<file path="src/rtl/jsf_pkg.sv">
`default_nettype none

package jsf_pkg;

    localparam int BYTE_W  = 8;
    localparam int DEPTH_W = 8;

    localparam logic [BYTE_W-1:0] CH_LBRACE = 8'h7B;
    localparam logic [BYTE_W-1:0] CH_RBRACE = 8'h7D;
    localparam logic [BYTE_W-1:0] CH_QUOTE  = 8'h22;
    localparam logic [BYTE_W-1:0] CH_BSLASH = 8'h5C;
    localparam logic [BYTE_W-1:0] CH_LF     = 8'h0A;
    localparam logic [BYTE_W-1:0] CH_CR     = 8'h0D;
    localparam logic [BYTE_W-1:0] CH_TAB    = 8'h09;
    localparam logic [BYTE_W-1:0] CH_SPACE  = 8'h20;

    typedef enum logic [2:0] {
        MODE_IDLE    = 3'b001,
        MODE_DISCARD = 3'b010,
        MODE_OBJECT  = 3'b100
    } frame_mode_t;

    typedef struct packed {
        logic              valid;
        logic [BYTE_W-1:0] data;
        logic              last;
        logic              ovf;
    } jsf_result_t;

endpackage

`default_nettype wire

</file>
<file path="src/rtl/jsf_core.sv">
`default_nettype none

module jsf_core #(
    parameter int MAX_DEPTH = 255
) (
    input  wire logic                      aclk,
    input  wire logic                      aresetn,
    input  wire logic                      step_en,
    input  wire logic [jsf_pkg::BYTE_W-1:0] step_byte,
    output jsf_pkg::jsf_result_t           result
);
    import jsf_pkg::*;

    localparam logic [DEPTH_W-1:0] DEPTH_CAP =
        (MAX_DEPTH > 255) ? 8'd255 : DEPTH_W'(MAX_DEPTH);

    frame_mode_t        mode_reg, mode_next;
    logic [DEPTH_W-1:0] depth_reg, depth_next;
    logic               str_reg, str_next;
    logic               esc_reg, esc_next;
    logic [DEPTH_W-1:0] depth_dec;
    logic               is_blank;

    assign is_blank  = (step_byte == CH_SPACE) || (step_byte == CH_TAB) ||
                       (step_byte == CH_CR) || (step_byte == CH_LF);
    assign depth_dec = (depth_reg != '0) ? depth_reg - 1'b1 : depth_reg;

    always_comb begin
        mode_next    = mode_reg;
        depth_next   = depth_reg;
        str_next     = str_reg;
        esc_next     = esc_reg;
        result.valid = 1'b0;
        result.data  = step_byte;
        result.last  = 1'b0;
        result.ovf   = 1'b0;
        unique case (mode_reg)
            MODE_DISCARD: begin
                if (step_byte == CH_LF) begin
                    mode_next = MODE_IDLE;
                end
            end
            MODE_OBJECT: begin
                result.valid = step_en;
                priority if (esc_reg) begin
                    esc_next = 1'b0;
                end else if (step_byte == CH_BSLASH) begin
                    esc_next = 1'b1;
                end else if (step_byte == CH_QUOTE) begin
                    str_next = !str_reg;
                end else if (!str_reg && step_byte == CH_LBRACE) begin
                    if (depth_reg >= DEPTH_CAP) begin
                        depth_next = DEPTH_CAP;
                        result.ovf = 1'b1;
                    end else begin
                        depth_next = depth_reg + 1'b1;
                    end
                end else if (!str_reg && step_byte == CH_RBRACE) begin
                    depth_next = depth_dec;
                    if (depth_dec == '0) begin
                        result.last = 1'b1;
                        mode_next   = MODE_IDLE;
                        str_next    = 1'b0;
                        esc_next    = 1'b0;
                    end
                end else begin
                    esc_next = 1'b0;
                end
            end
            default: begin
                if (is_blank) begin
                    mode_next = MODE_IDLE;
                end else if (step_byte == CH_LBRACE) begin
                    mode_next    = MODE_OBJECT;
                    depth_next   = DEPTH_W'(1);
                    str_next     = 1'b0;
                    esc_next     = 1'b0;
                    result.valid = step_en;
                end else begin
                    mode_next = MODE_DISCARD;
                end
            end
        endcase
    end

    always_ff @(posedge aclk) begin
        if (!aresetn) begin
            mode_reg  <= MODE_IDLE;
            depth_reg <= '0;
            str_reg   <= 1'b0;
            esc_reg   <= 1'b0;
        end else if (step_en) begin
            mode_reg  <= mode_next;
            depth_reg <= depth_next;
            str_reg   <= str_next;
            esc_reg   <= esc_next;
        end
    end

    a_depth_capped: assert property (@(posedge aclk) disable iff (!aresetn)
        depth_reg <= DEPTH_CAP)
        else $error("nest depth above cap");

    a_depth_zero_outside: assert property (@(posedge aclk) disable iff (!aresetn)
        mode_reg != MODE_OBJECT |-> depth_reg == '0)
        else $error("nonzero depth outside object");

    a_depth_nonzero_inside: assert property (@(posedge aclk) disable iff (!aresetn)
        mode_reg == MODE_OBJECT |-> depth_reg != '0)
        else $error("zero depth inside object");

    a_last_returns_idle: assert property (@(posedge aclk) disable iff (!aresetn)
        step_en && result.valid && result.last |=> mode_reg == MODE_IDLE && !str_reg)
        else $error("object end did not return to idle");

endmodule

`default_nettype wire

</file>
<file path="src/rtl/jsf_out_stage.sv">
`default_nettype none

module jsf_out_stage (
    input  wire logic                       aclk,
    input  wire logic                       aresetn,
    input  wire jsf_pkg::jsf_result_t       result,
    output logic                            load_ready,
    output logic                            m_tvalid,
    input  wire logic                       m_tready,
    output logic [jsf_pkg::BYTE_W-1:0]      m_tdata,
    output logic                            m_tlast,
    output logic                            m_tuser
);
    import jsf_pkg::*;

    logic              valid_reg, valid_next;
    logic [BYTE_W-1:0] data_reg;
    logic              last_reg;
    logic              ovf_reg;

    assign load_ready = !valid_reg || m_tready;

    always_comb begin
        valid_next = valid_reg;
        if (result.valid) begin
            valid_next = 1'b1;
        end else if (m_tready) begin
            valid_next = 1'b0;
        end
    end

    always_ff @(posedge aclk) begin
        if (!aresetn) begin
            valid_reg <= 1'b0;
        end else begin
            valid_reg <= valid_next;
        end
    end

    always_ff @(posedge aclk) begin
        if (result.valid) begin
            data_reg <= result.data;
            last_reg <= result.last;
            ovf_reg  <= result.ovf;
        end
    end

    assign m_tvalid = valid_reg;
    assign m_tdata  = data_reg;
    assign m_tlast  = last_reg;
    assign m_tuser  = ovf_reg;

    a_last_is_rbrace: assert property (@(posedge aclk) disable iff (!aresetn)
        valid_reg && last_reg |-> data_reg == CH_RBRACE)
        else $error("last flag on byte other than closing brace");

    a_ovf_is_lbrace: assert property (@(posedge aclk) disable iff (!aresetn)
        valid_reg && ovf_reg |-> data_reg == CH_LBRACE)
        else $error("overflow flag on byte other than opening brace");

    a_load_when_free: assert property (@(posedge aclk) disable iff (!aresetn)
        result.valid |-> load_ready)
        else $error("result loaded over a held request");

endmodule

`default_nettype wire

</file>
<file path="src/rtl/json_object_stream_framer.sv">
`default_nettype none

// Frames top-level JSON objects out of a byte stream. Each accepted byte is
// one request; the block takes one byte per cycle unless back-pressure on
// m_tready stalls it, and every byte of an object passes through an input
// register, then a result register. The rate rests on the frame mode, brace
// depth and string/escape flags being updated between those two registers.
// Blank bytes while idle are dropped, a stray byte drops everything through
// the next LF, m_tlast marks the closing brace of an object and m_tuser marks
// a '{' at which the depth saturated at MAX_DEPTH (capped at 255).
module json_object_stream_framer #(
    parameter int MAX_DEPTH = 255
) (
    input  wire logic       aclk,
    input  wire logic       aresetn,
    input  wire logic       s_tvalid,
    output logic            s_tready,
    input  wire logic [7:0] s_tdata,   // [7:0] rx_byte
    output logic            m_tvalid,
    input  wire logic       m_tready,
    output logic [7:0]      m_tdata,   // [7:0] msg_byte
    output logic            m_tlast,
    output logic            m_tuser    // [0] depth_overflow
);
    import jsf_pkg::*;

    logic              in_valid_reg, in_valid_next;
    logic [BYTE_W-1:0] in_data_reg;
    logic              load_ready;
    logic              advance;
    jsf_result_t       result;

    assign advance  = in_valid_reg && load_ready;
    assign s_tready = !in_valid_reg || load_ready;

    always_comb begin
        in_valid_next = in_valid_reg;
        if (s_tvalid && s_tready) begin
            in_valid_next = 1'b1;
        end else if (advance) begin
            in_valid_next = 1'b0;
        end
    end

    always_ff @(posedge aclk) begin
        if (!aresetn) begin
            in_valid_reg <= 1'b0;
        end else begin
            in_valid_reg <= in_valid_next;
        end
    end

    always_ff @(posedge aclk) begin
        if (s_tvalid && s_tready) begin
            in_data_reg <= s_tdata;
        end
    end

    jsf_core #(
        .MAX_DEPTH (MAX_DEPTH)
    ) u_core (
        .aclk      (aclk),
        .aresetn   (aresetn),
        .step_en   (advance),
        .step_byte (in_data_reg),
        .result    (result)
    );

    jsf_out_stage u_out (
        .aclk       (aclk),
        .aresetn    (aresetn),
        .result     (result),
        .load_ready (load_ready),
        .m_tvalid   (m_tvalid),
        .m_tready   (m_tready),
        .m_tdata    (m_tdata),
        .m_tlast    (m_tlast),
        .m_tuser    (m_tuser)
    );

endmodule

`default_nettype wire

</file>
<file path="config.mk">
export PLATFORM = sky130hd
export DESIGN_NAME = json_object_stream_framer
export DESIGN_NICKNAME = d
export VERILOG_FILES = /design/src/rtl/jsf_pkg.sv /design/src/rtl/jsf_core.sv /design/src/rtl/jsf_out_stage.sv /design/src/rtl/json_object_stream_framer.sv
export SDC_FILE = /design/constraint.sdc
export NUM_CORES = 1
export LEC_CHECK = 0
export BUFFER_PORTS_ARGS = -buffer_cell sky130_fd_sc_hd__buf_2
export CAP_MARGIN = 30
export CORE_MARGIN = 2
export CORE_UTILIZATION = 33
export CTS_BUF_LIST = sky130_fd_sc_hd__clkbuf_4 sky130_fd_sc_hd__clkbuf_8
export DETAILED_ROUTE_END_ITERATION = 8
export GPL_ROUTABILITY_DRIVEN = 0
export GPL_TIMING_DRIVEN = 0
export PLACE_DENSITY = 0.57
export SLEW_MARGIN = 40
export SYNTH_ARGS = -nofsm -noshare
export SYNTH_HDL_FRONTEND = slang
export SYNTH_HIERARCHICAL = 1
export SYNTH_SLANG_ARGS = --single-unit
</file>
<file path="constraint.sdc">
create_clock -name aclk -period 3.2 [get_ports aclk]
set_input_delay 0.48 -clock aclk [delete_from_list [all_inputs] [get_ports aclk]]
set_output_delay 0.48 -clock aclk [all_outputs]
set_load 0.1 [all_outputs]
</file>
==> metrics.md, run 1 <==
| Metric | Value |
|---|---|
| Worst Hold Depth | 1 |
| Remaining antenna violation count after routing | 0 |
| Min Tclk post-route | 2.53 ns |
| TritonCTS clock tree | done |
| Outcome | completed |
| Die height | 82.6 um |
| Reg clk slew, reported paths | approximately 0.07 ns |
| Area Growth Syn to Fin | 16.4% |
| Nets@finish | ~260 |
| DR vias | between 1.5k and 2k |
| EDFF count, synth | 18 |
| Seq/Total Area, Yosys | approximately 41% |
| M1 WL | 2.17 mm |
| Crit path DAT | between 2 and 3 ns |
| Post-Synthesis Cell Area | between 2000 and 2500 um2 |
| Launch point of the worst reg-to-reg path | u_core/depth_reg[0]$_SDFFE_PN0P_ |
| Final period utilization | between 70% and 80% |
| Power per cell area | about 390 nW/um2 |
| Starting Density | 34.3% |
| CTS Buf Count | 5 |
| CP startpoint kind | flip-flop |
| Final setup viols | 0 |
| Met2 Routed Length | 1.98 mm |
| Post-CTS setup buffers | 0 |
| Crit-path max FO | 10 |
| FF-to-FF path depth | 8 |
| Worst Clk Skew | between 0.004 and 0.005 ns |
| Clock tree buffer depth | 2 |
| WP data required | roughly 3.4 ns |
| Reg2Reg Setup Slack | about 0.67 ns |
| Highest metal used | met4 |
| Port Buffers | 23 |
| 1st-pass router iterations | 4 |
| Post_cts resized | 0 |
| Setup Total Neg Slack | 0 ns |
| Min-Delay Path Class | in -> reg |
| Root buffer cell | clkbuf_8 |
| Top FF cell, synth | edfxtp_1 |
| Mean Syn Cell Area | about 9.7 um2 |
| Chip Width | 82.6 um |
| Capturing point of the worst reg2reg path | u_out/m_tlast$_DFFE_PP_ |
| Core area | approximately 6000 um2 |
| Fraction of layout cells with a size suffix above 1 | roughly 28% |
| Detail Placement HPWL | 3.22 mm |
| HP Start | s_tdata[4] |
| Clk_lat worst skew | 0.28 ns |
| Diodes inserted | 0 |
| Die area | around 7000 um2 |
| Critical path endpoint category | flip-flop |
| Met3 wire length | about 200 um |
| Fin cells | about 320 |
| RSZ-0062 raised after global routing | no |
| DP Worst Slack | between 0.7 and 0.8 ns |
| Seq cells post-synth | 33 |
| Max frequency | a little under 400 MHz |
| Routed WL | roughly 4.4 mm |
| Cts hold-fix bufs | 0 |
| Initial antenna violation count | 0 |
| Sinks on Clock Net | 33 |
| MaxCap Viol Count | 0 |
| Largest net degree at the start of global routing | 12 |
| Peak VDD IR | 0.178 mV |
| Ports | 24 |
| Global-route wire length before repair | roughly 7 mm |
| Placed Cells | between 300 and 400 |
| Fin Hold WS | ~0.37 ns |
| Total track usage | 13.6% |
| Depth of the CTS H-tree | 2 |
| Synth Warn # | 6 |
| Gr ovfl total | 0 |
| DRC violations left | 0 |
| Hold endpoint | in_data_reg[4]$_DFFE_PP_ |
| Initial DRC Count | 52 |
| Vias per cell | 5.17 |
| Vias in the first global route | roughly 1.5k |
| Async S/R FF share, synth | 0% |
| WS Path Type | reg -> reg |
| Slew HR | 47.0% |
| Worst-Margin Slew | about 0.8 ns |
| Hold Fails Final Rpt | 0 |
| Site row count | 28 |
| Final Max Tran Viols | 0 |
| Count of cell types in the netlist | 64 |
| Final worst slack | 0.666 ns |
| Per-cell routed wire length | approximately 14 um |
| Static leakage | ~0.9 nW |
| Cells after synthesis | 211 |
| Tot Pwr | about 0.00094 W |
| Syn nets | about 230 |
==> cells by family (layout without fill, tap and decap cells) <==
group | Yosys count | in the layout | synth area share [%]
AOI/OAI and AO/OA | 50 | 50 | 18.9
xor gates and xnor gates | 4 | 4 | 1.72
adders and majority gates | 3 | 3 | 1.84
buffers and inverters | 30 | 61 | 9.14
DFF | 33 | 33 | 41.2
muxes | 2 | 2 | 0.981
and+or+nand+nor | 89 | 89 | 26.2
==> worst max path at each step <==
stage	slack [ns]	to	cells after the start	startpoint
after CTS	0.68	u_out/m_tlast$_DFFE_PP_	8	u_core/depth_reg[0]$_SDFFE_PN0P_
after floorplan	0.84	u_core/mode_reg[2]$_SDFFE_PN0P_	7	u_out/m_tvalid$_SDFFE_PN0P_
after detailed placement	0.71	u_out/m_tlast$_DFFE_PP_	8	u_core/depth_reg[0]$_SDFFE_PN0P_
final	0.67	u_out/m_tlast$_DFFE_PP_	8	u_core/depth_reg[0]$_SDFFE_PN0P_
after global placement	0.61	u_core/depth_reg[6]$_SDFFE_PN0P_	6	in_data_reg[7]$_DFFE_PP_
after global routing	0.51	u_core/mode_reg[0]$_SDFFE_PN1P_	9	u_core/depth_reg[0]$_SDFFE_PN0P_
==> per-stage QoR <==
step	cell area, um2	util (%)
2_1_floorplan	2040	-
3_3_place_gp	2250	37.8
3_5_place_dp	2260	37.9
4_1_cts	2380	39.9
5_1_grt	2380	39.9
6_report	2380	39.9
==> power by group <==
part | switching, W | internal, W | total [W]
sequential | 0.0000117 | 0.000459 | 0.000471
combinational | 0.0000264 | 0.0000302 | 0.0000566
clock | 0.000147 | 0.000262 | 0.000410
==> routing by layer <==
layer,up-vias,GRT usage [%]
met5,-,0
met4,0,3.77
met3,4,3.91
met2,33,21.4
met1,761,18.2
li1,842,-
==> Yosys cell counts (2+ instances only) <==
library cell | n | area (um2)
nor3b_1 | 2 | 15.0
nand4_1 | 4 | 25.0
nor3_1 | 5 | 25.0
ha_1 | 3 | 37.5
a21boi_2 | 2 | 22.5
xnor2_1 | 2 | 17.5
clkbuf_1 | 5 | 18.8
a22oi_1 | 2 | 15.0
o221ai_1 | 2 | 17.5
nand3b_1 | 2 | 15.0
o21ai_0 | 8 | 40.0
and2_1 | 3 | 18.8
nand3_1 | 7 | 35.0
buf_2 | 3 | 15.0
nand2_1 | 17 | 63.8
and3_2 | 2 | 15.0
buf_4 | 8 | 60.1
mux2i_1 | 2 | 20.0
buf_6 | 2 | 22.5
nor4_1 | 7 | 43.8
nor2_1 | 11 | 41.3
or3_1 | 2 | 12.5
nor2b_1 | 5 | 31.3
nand2b_1 | 2 | 12.5
o41ai_1 | 3 | 26.3
a21o_1 | 2 | 15.0
or3_2 | 2 | 15.0
dfxtp_1 | 15 | 300
or4_1 | 3 | 22.5
a31oi_1 | 4 | 25.0
nand4b_1 | 2 | 17.5
xor2_1 | 2 | 17.5
and3b_1 | 2 | 17.5
nand2b_4 | 2 | 27.5
inv_1 | 10 | 37.5
a21boi_0 | 2 | 15.0
a21oi_1 | 8 | 40.0
o31ai_1 | 3 | 22.5
edfxtp_1 | 18 | 541
==> critical path: stages (launching register included) <==
cell	delay [ns]
dfxtp_1	0.35
buf_6	0.15
inv_1	0.10
ha_1	0.21
nor3b_1	0.51
nor4_1	0.09
or4b_1	0.51
a31oi_2	0.22
and4_2	0.26
==> cell type report <==
| class | instances | area [um2] |
|---|---|---|
| sequential | 33 | 841 |
| tap | 75 | 93.8 |
| fill | 595 | 3580 |
| multi-input combinational | 148 | 1020 |
| buffer | 20 | 149 |
| inverter | 10 | 37.5 |
| clock buffer | 7 | 90.1 |
| timing repair buffer | 23 | 115 |
| clock inverter | 1 | 30.0 |
==> cells in the final DEF, fill, tap and decap left out, drive strengths merged, types with 4 or more instances in the layout <==
cell type / synthesis / layout
inv: 10 / 10
and2: 5 / 5
a21boi: 5 / 5
or3: 4 / 4
nand4: 4 / 4
nor2b: 5 / 5
clkbuf: 6 / 13
o21ai: 9 / 9
nor3: 5 / 5
a21oi: 8 / 8
a31oi: 5 / 5
nand3: 7 / 7
dfxtp: 15 / 15
or4: 4 / 4
nand2: 17 / 17
nor2: 11 / 11
buf: 13 / 36
nor4: 7 / 7
nand2b: 4 / 4
edfxtp: 18 / 18
(Power assumes the default switching activity.)
==> run 2: changes to the inputs <==
--- a/config.mk
+++ b/config.mk
@@ -5,6 +5,7 @@
 export SDC_FILE = /design/constraint.sdc
 export NUM_CORES = 1
 export LEC_CHECK = 0
+export ABC_AREA = 1
 export BUFFER_PORTS_ARGS = -buffer_cell sky130_fd_sc_hd__buf_2
 export CAP_MARGIN = 30
 export CORE_MARGIN = 2
@@ -13,7 +14,7 @@
 export DETAILED_ROUTE_END_ITERATION = 8
 export GPL_ROUTABILITY_DRIVEN = 0
 export GPL_TIMING_DRIVEN = 0
-export PLACE_DENSITY = 0.57
+export PLACE_DENSITY = 0.59
 export SLEW_MARGIN = 40
 export SYNTH_ARGS = -nofsm -noshare
 export SYNTH_HDL_FRONTEND = slang
==> constraint.sdc (replaced) <==
create_clock -name aclk -period 2.3 [get_ports aclk]
set_input_delay 0.345 -clock aclk [delete_from_list [all_inputs] [get_ports aclk]]
set_output_delay 0.345 -clock aclk [all_outputs]
set_load 0.1 [all_outputs]
==> metrics.md, run 2 <==
| Metric | Value |
|---|---|
| Outcome | completed |
| Syn nets | 290 (+28%) |
| Global-route wire length before repair | 7.21 mm (+2.5%) |
| Power per cell area | 524 nW/um2 (+33%) |
| Nets@finish | 320 (+25%) |
| Seq pwr share | 52.2% (+2.0 points) |
| Starting Density | 33.7% (-0.56 points) |
| Worst-Margin Slew | 0.710 ns (-0.0745 ns) |
| Depth of the CTS H-tree | 2 (unchanged) |
| Per-cell routed wire length | 10.8 um (-22%) |
| Crit-path max FO | 12 (+2) |
| Top-area cell type share of the netlist area | 25.7% (-0.79 points) |
| Die height | 83.8 um (+1.4%) |
| Vias per cell | 4.58 (-11%) |
| Clock tree buffer depth | 2 (unchanged) |
| Mean Syn Cell Area | 7.65 um2 (-21%) |
| DP Worst Slack | 0.387 ns (-0.325 ns) |
| CP Cell Sequence | nor2_1 > nand3_1 > nor2_4 > nor2_1 > nor2_2 > nor2_1 > o21a_1 |
| 1st-pass router iterations | 4 (unchanged) |
| Top cells by area, synth | edfxtp_1 (26%), dfxtp_1 (14%), nand2_1 (9.6%), inv_1 (6.6%), nand3_1 (5.7%) |
| Combinational power share | 7.6% (+1.6 points) |
| CP bufs+invs | 0 (-2) |
| Slew HR | 52.6% (+5.6 points) |
| Ports | 24 (unchanged) |
| Reg2Reg Setup Slack | 0.36 ns (-0.31 ns) |
| Post-Synthesis Cell Area | 2100 um2 (+3.1%) |
| Remaining antenna violation count after routing | 0 (unchanged) |
| Largest net degree at the start of global routing | 13 (+1) |
| Seq cells post-synth | 33 (unchanged) |
| Capturing point of the worst reg2reg path | u_core/esc_reg$_SDFFE_PN0P_ |
| Most common cell after layout, fill and taps aside | nand2_1 |
| CP startpoint kind | flip-flop |
| Synth cell count leaders | nand2_1 (54), inv_1 (37), nor2_1 (31), nand3_1 (24), edfxtp_1 (18) |
| Cells after synthesis | 275 (+30%) |
| Crit path from | in_data_reg[2]$_DFFE_PP_ |
| Reg clk slew, reported paths | 0.07 ns (about the same) |
| Initial DRC Count | 101 (+94%) |
| Sw frac | 21.5% (+1.7 points) |
| Static leakage | 1.04 nW (+15%) |
| Gr ovfl total | 0 (unchanged) |
| Fillers | 657 (+10%) |
| CTS Buf Count | 5 (unchanged) |
| Internal power | 0.000996 W (+33%) |
| Total track usage | 12.4% (-1.1 points) |
| Vias in the first global route | 1615 (+7.0%) |
| Setup Total Neg Slack | 0 ns (unchanged) |
| Final period utilization | 84.5% (+5.3 points) |
| Worst Hold Depth | 1 (unchanged) |
| Hold Fails Final Rpt | 0 (unchanged) |
| Peak VDD IR | 0.389 mV (+120%) |
| Min Tclk post-route | 1.94 ns (-0.591 ns) |
| WP depth | 7 (-1) |
| Core area | 6240 um2 (+4.8%) |
| MaxCap Viol Count | 0 (unchanged) |
| TritonCTS clock tree | done |
| Final Max Tran Viols | 0 (unchanged) |
| Clock Power Share | 40.2% (-3.5 points) |
| Max frequency | 515 MHz (+30%) |
| Launch point of the worst reg-to-reg path | in_data_reg[2]$_DFFE_PP_ |
| DR vias | 1751 (+6.8%) |
| Async S/R FF share, synth | 0% (unchanged) |
| Critical path endpoint category | flip-flop |
| EDFF count, synth | 18 (unchanged) |
| Port Buffers | 23 (unchanged) |
| Cell taking the most area after synthesis | edfxtp_1 |
| Top FF cell, synth | edfxtp_1 |
| Fin Hold WS | 0.235 ns (-0.135 ns) |
| Sw Pwr | 0.000272 W (+47%) |
| Diodes inserted | 0 (unchanged) |
| Die area | 7030 um2 (+2.9%) |
| DRC violations left | 0 (unchanged) |
| Post_cts resized | 0 (unchanged) |
| Root buffer cell | clkbuf_8 |
| Final worst slack | 0.357 ns (-0.309 ns) |
| WS Path Type | reg -> reg |
| Most frequent cell after synthesis | nand2_1 |
| CP max stage delay | 0.51 ns (about the same) |
| Post-CTS setup buffers | 0 (unchanged) |
| Routed WL | 4.12 mm (-5.9%) |
| Synth Warn # | 6 (unchanged) |
| Count of cell types in the netlist | 33 (-48%) |
| WP data required | 2.48 ns (-0.87 ns) |
| Final setup viols | 0 (unchanged) |
| Detail Placement HPWL | 3.27 mm (+1.8%) |
| RSZ-0062 raised after global routing | no |
| Cts hold-fix bufs | 0 (unchanged) |
| Final core occ | 38.8% (-1.1 points) |
| Worst Clk Skew | 0.00618 ns (+0.00171 ns) |
| Crit path to | u_core/esc_reg$_SDFFE_PN0P_ |
| Sinks on Clock Net | 33 (unchanged) |
| CP delay by family, top | simple AND/OR/NAND/NOR gates |
| Clk_lat worst skew | 0.28 ns (about the same) |
| Area Growth Syn to Fin | 15.1% |
| Fraction of layout cells with a size suffix above 1 | 25.9% (-1.8 points) |
| Min-Delay Path Class | in -> reg |
| Seq/Total Area, Yosys | 40.0% (-1.2 points) |
| Initial antenna violation count | 0 (unchanged) |
| FF-to-FF path depth | 7 (-1) |
| Crit path DAT | 2.12 ns (-0.56 ns) |
| Chip Width | 83.8 um (+1.4%) |
| Site row count | 29 (+3.6%) |
| Most used cell, CP | nor2_1 |
| Slowest-stage cell, CP | nor2_2 |
| Commonest cells after routing, fill and taps aside | nand2_1 (54), inv_1 (37), nor2_1 (30) |
-- run 2: cell types whose count changed after synthesis, moves of 5 or more --
| cell | change |
|---|---|
| a21oi_1 | +7 |
| clkbuf_1 | -5 |
| inv_1 | +27 |
| inv_2 | +8 |
| nand2_1 | +37 |
| nand2_2 | +7 |
| nand3_1 | +17 |
| nor2_1 | +20 |
| nor2_2 | +5 |
| nor2_4 | +5 |
| nor2b_1 | -5 |
-- run 2: power groups by stage --
stage	logic [W]	registers [W]	clock network (W)
floorplan	0.0000683	0.000675	0
global placement	0.0000954	0.000675	0
CTS	0.0000969	0.000662	0.000524
finish	0.0000962	0.000662	0.000510
global route	0.000109	0.000666	0.000556
detailed placement	0.0000963	0.000675	0
-- run 2: worst min-delay path by stage --
stage / endpoint / slack [ns] / startpoint
global route: in_data_reg[6]$_DFFE_PP_ / 0.22 / s_tdata[6]
finish: in_data_reg[2]$_DFFE_PP_ / 0.23 / s_tdata[2]
detailed placement: u_out/m_tvalid$_SDFFE_PN0P_ / 0.48 / u_out/m_tvalid$_SDFFE_PN0P_
floorplan: in_data_reg[0]$_DFFE_PP_ / 0.44 / s_tdata[0]
CTS: in_data_reg[2]$_DFFE_PP_ / 0.23 / s_tdata[2]
global placement: u_core/str_reg$_SDFFE_PN0P_ / 0.47 / u_core/str_reg$_SDFFE_PN0P_
-- run 2: per-stage QoR --
step	std cells	total power (W)	cell area, um2
after floorplan	275	0.000744	2100
after global placement	375	0.000771	2310
after detailed placement	375	0.000771	2320
after CTS	382	0.00128	2420
after global routing	382	0.00133	2420
final	382	0.00127	2420
-- run 2: per-layer routing --
layer	part of all wire (%)	track usage (%)
met5	0	0
met4	2.9	5.72
met2	43	19.2
met3	3.6	2.67
met1	50	16.7
-- run 2: layout make-up --
type / instances / area (um2) / area share [%]
flip-flops and latches: 33 / 841 / 34.7
multi-input cells: 186 / 1010 / 41.8
clock inverters: 2 / 35.0 / 1.45
inverters: 46 / 178 / 7.34
well taps: 77 / 96.3 / 3.98
repair buffers: 23 / 115 / 4.75
plain buffers: 10 / 76.3 / 3.15
clock buffers: 5 / 68.8 / 2.84
-- run 2: cell families after synthesis --
logic type,after synthesis,share of synthesized area (%)
buffers and inverters,56,12.1
xor gates and xnor gates,3,1.25
and+or+nand+nor,147,34.9
AOI/OAI and AO/OA,33,9.99
DFF,33,40.0
adders and majority gates,3,1.78
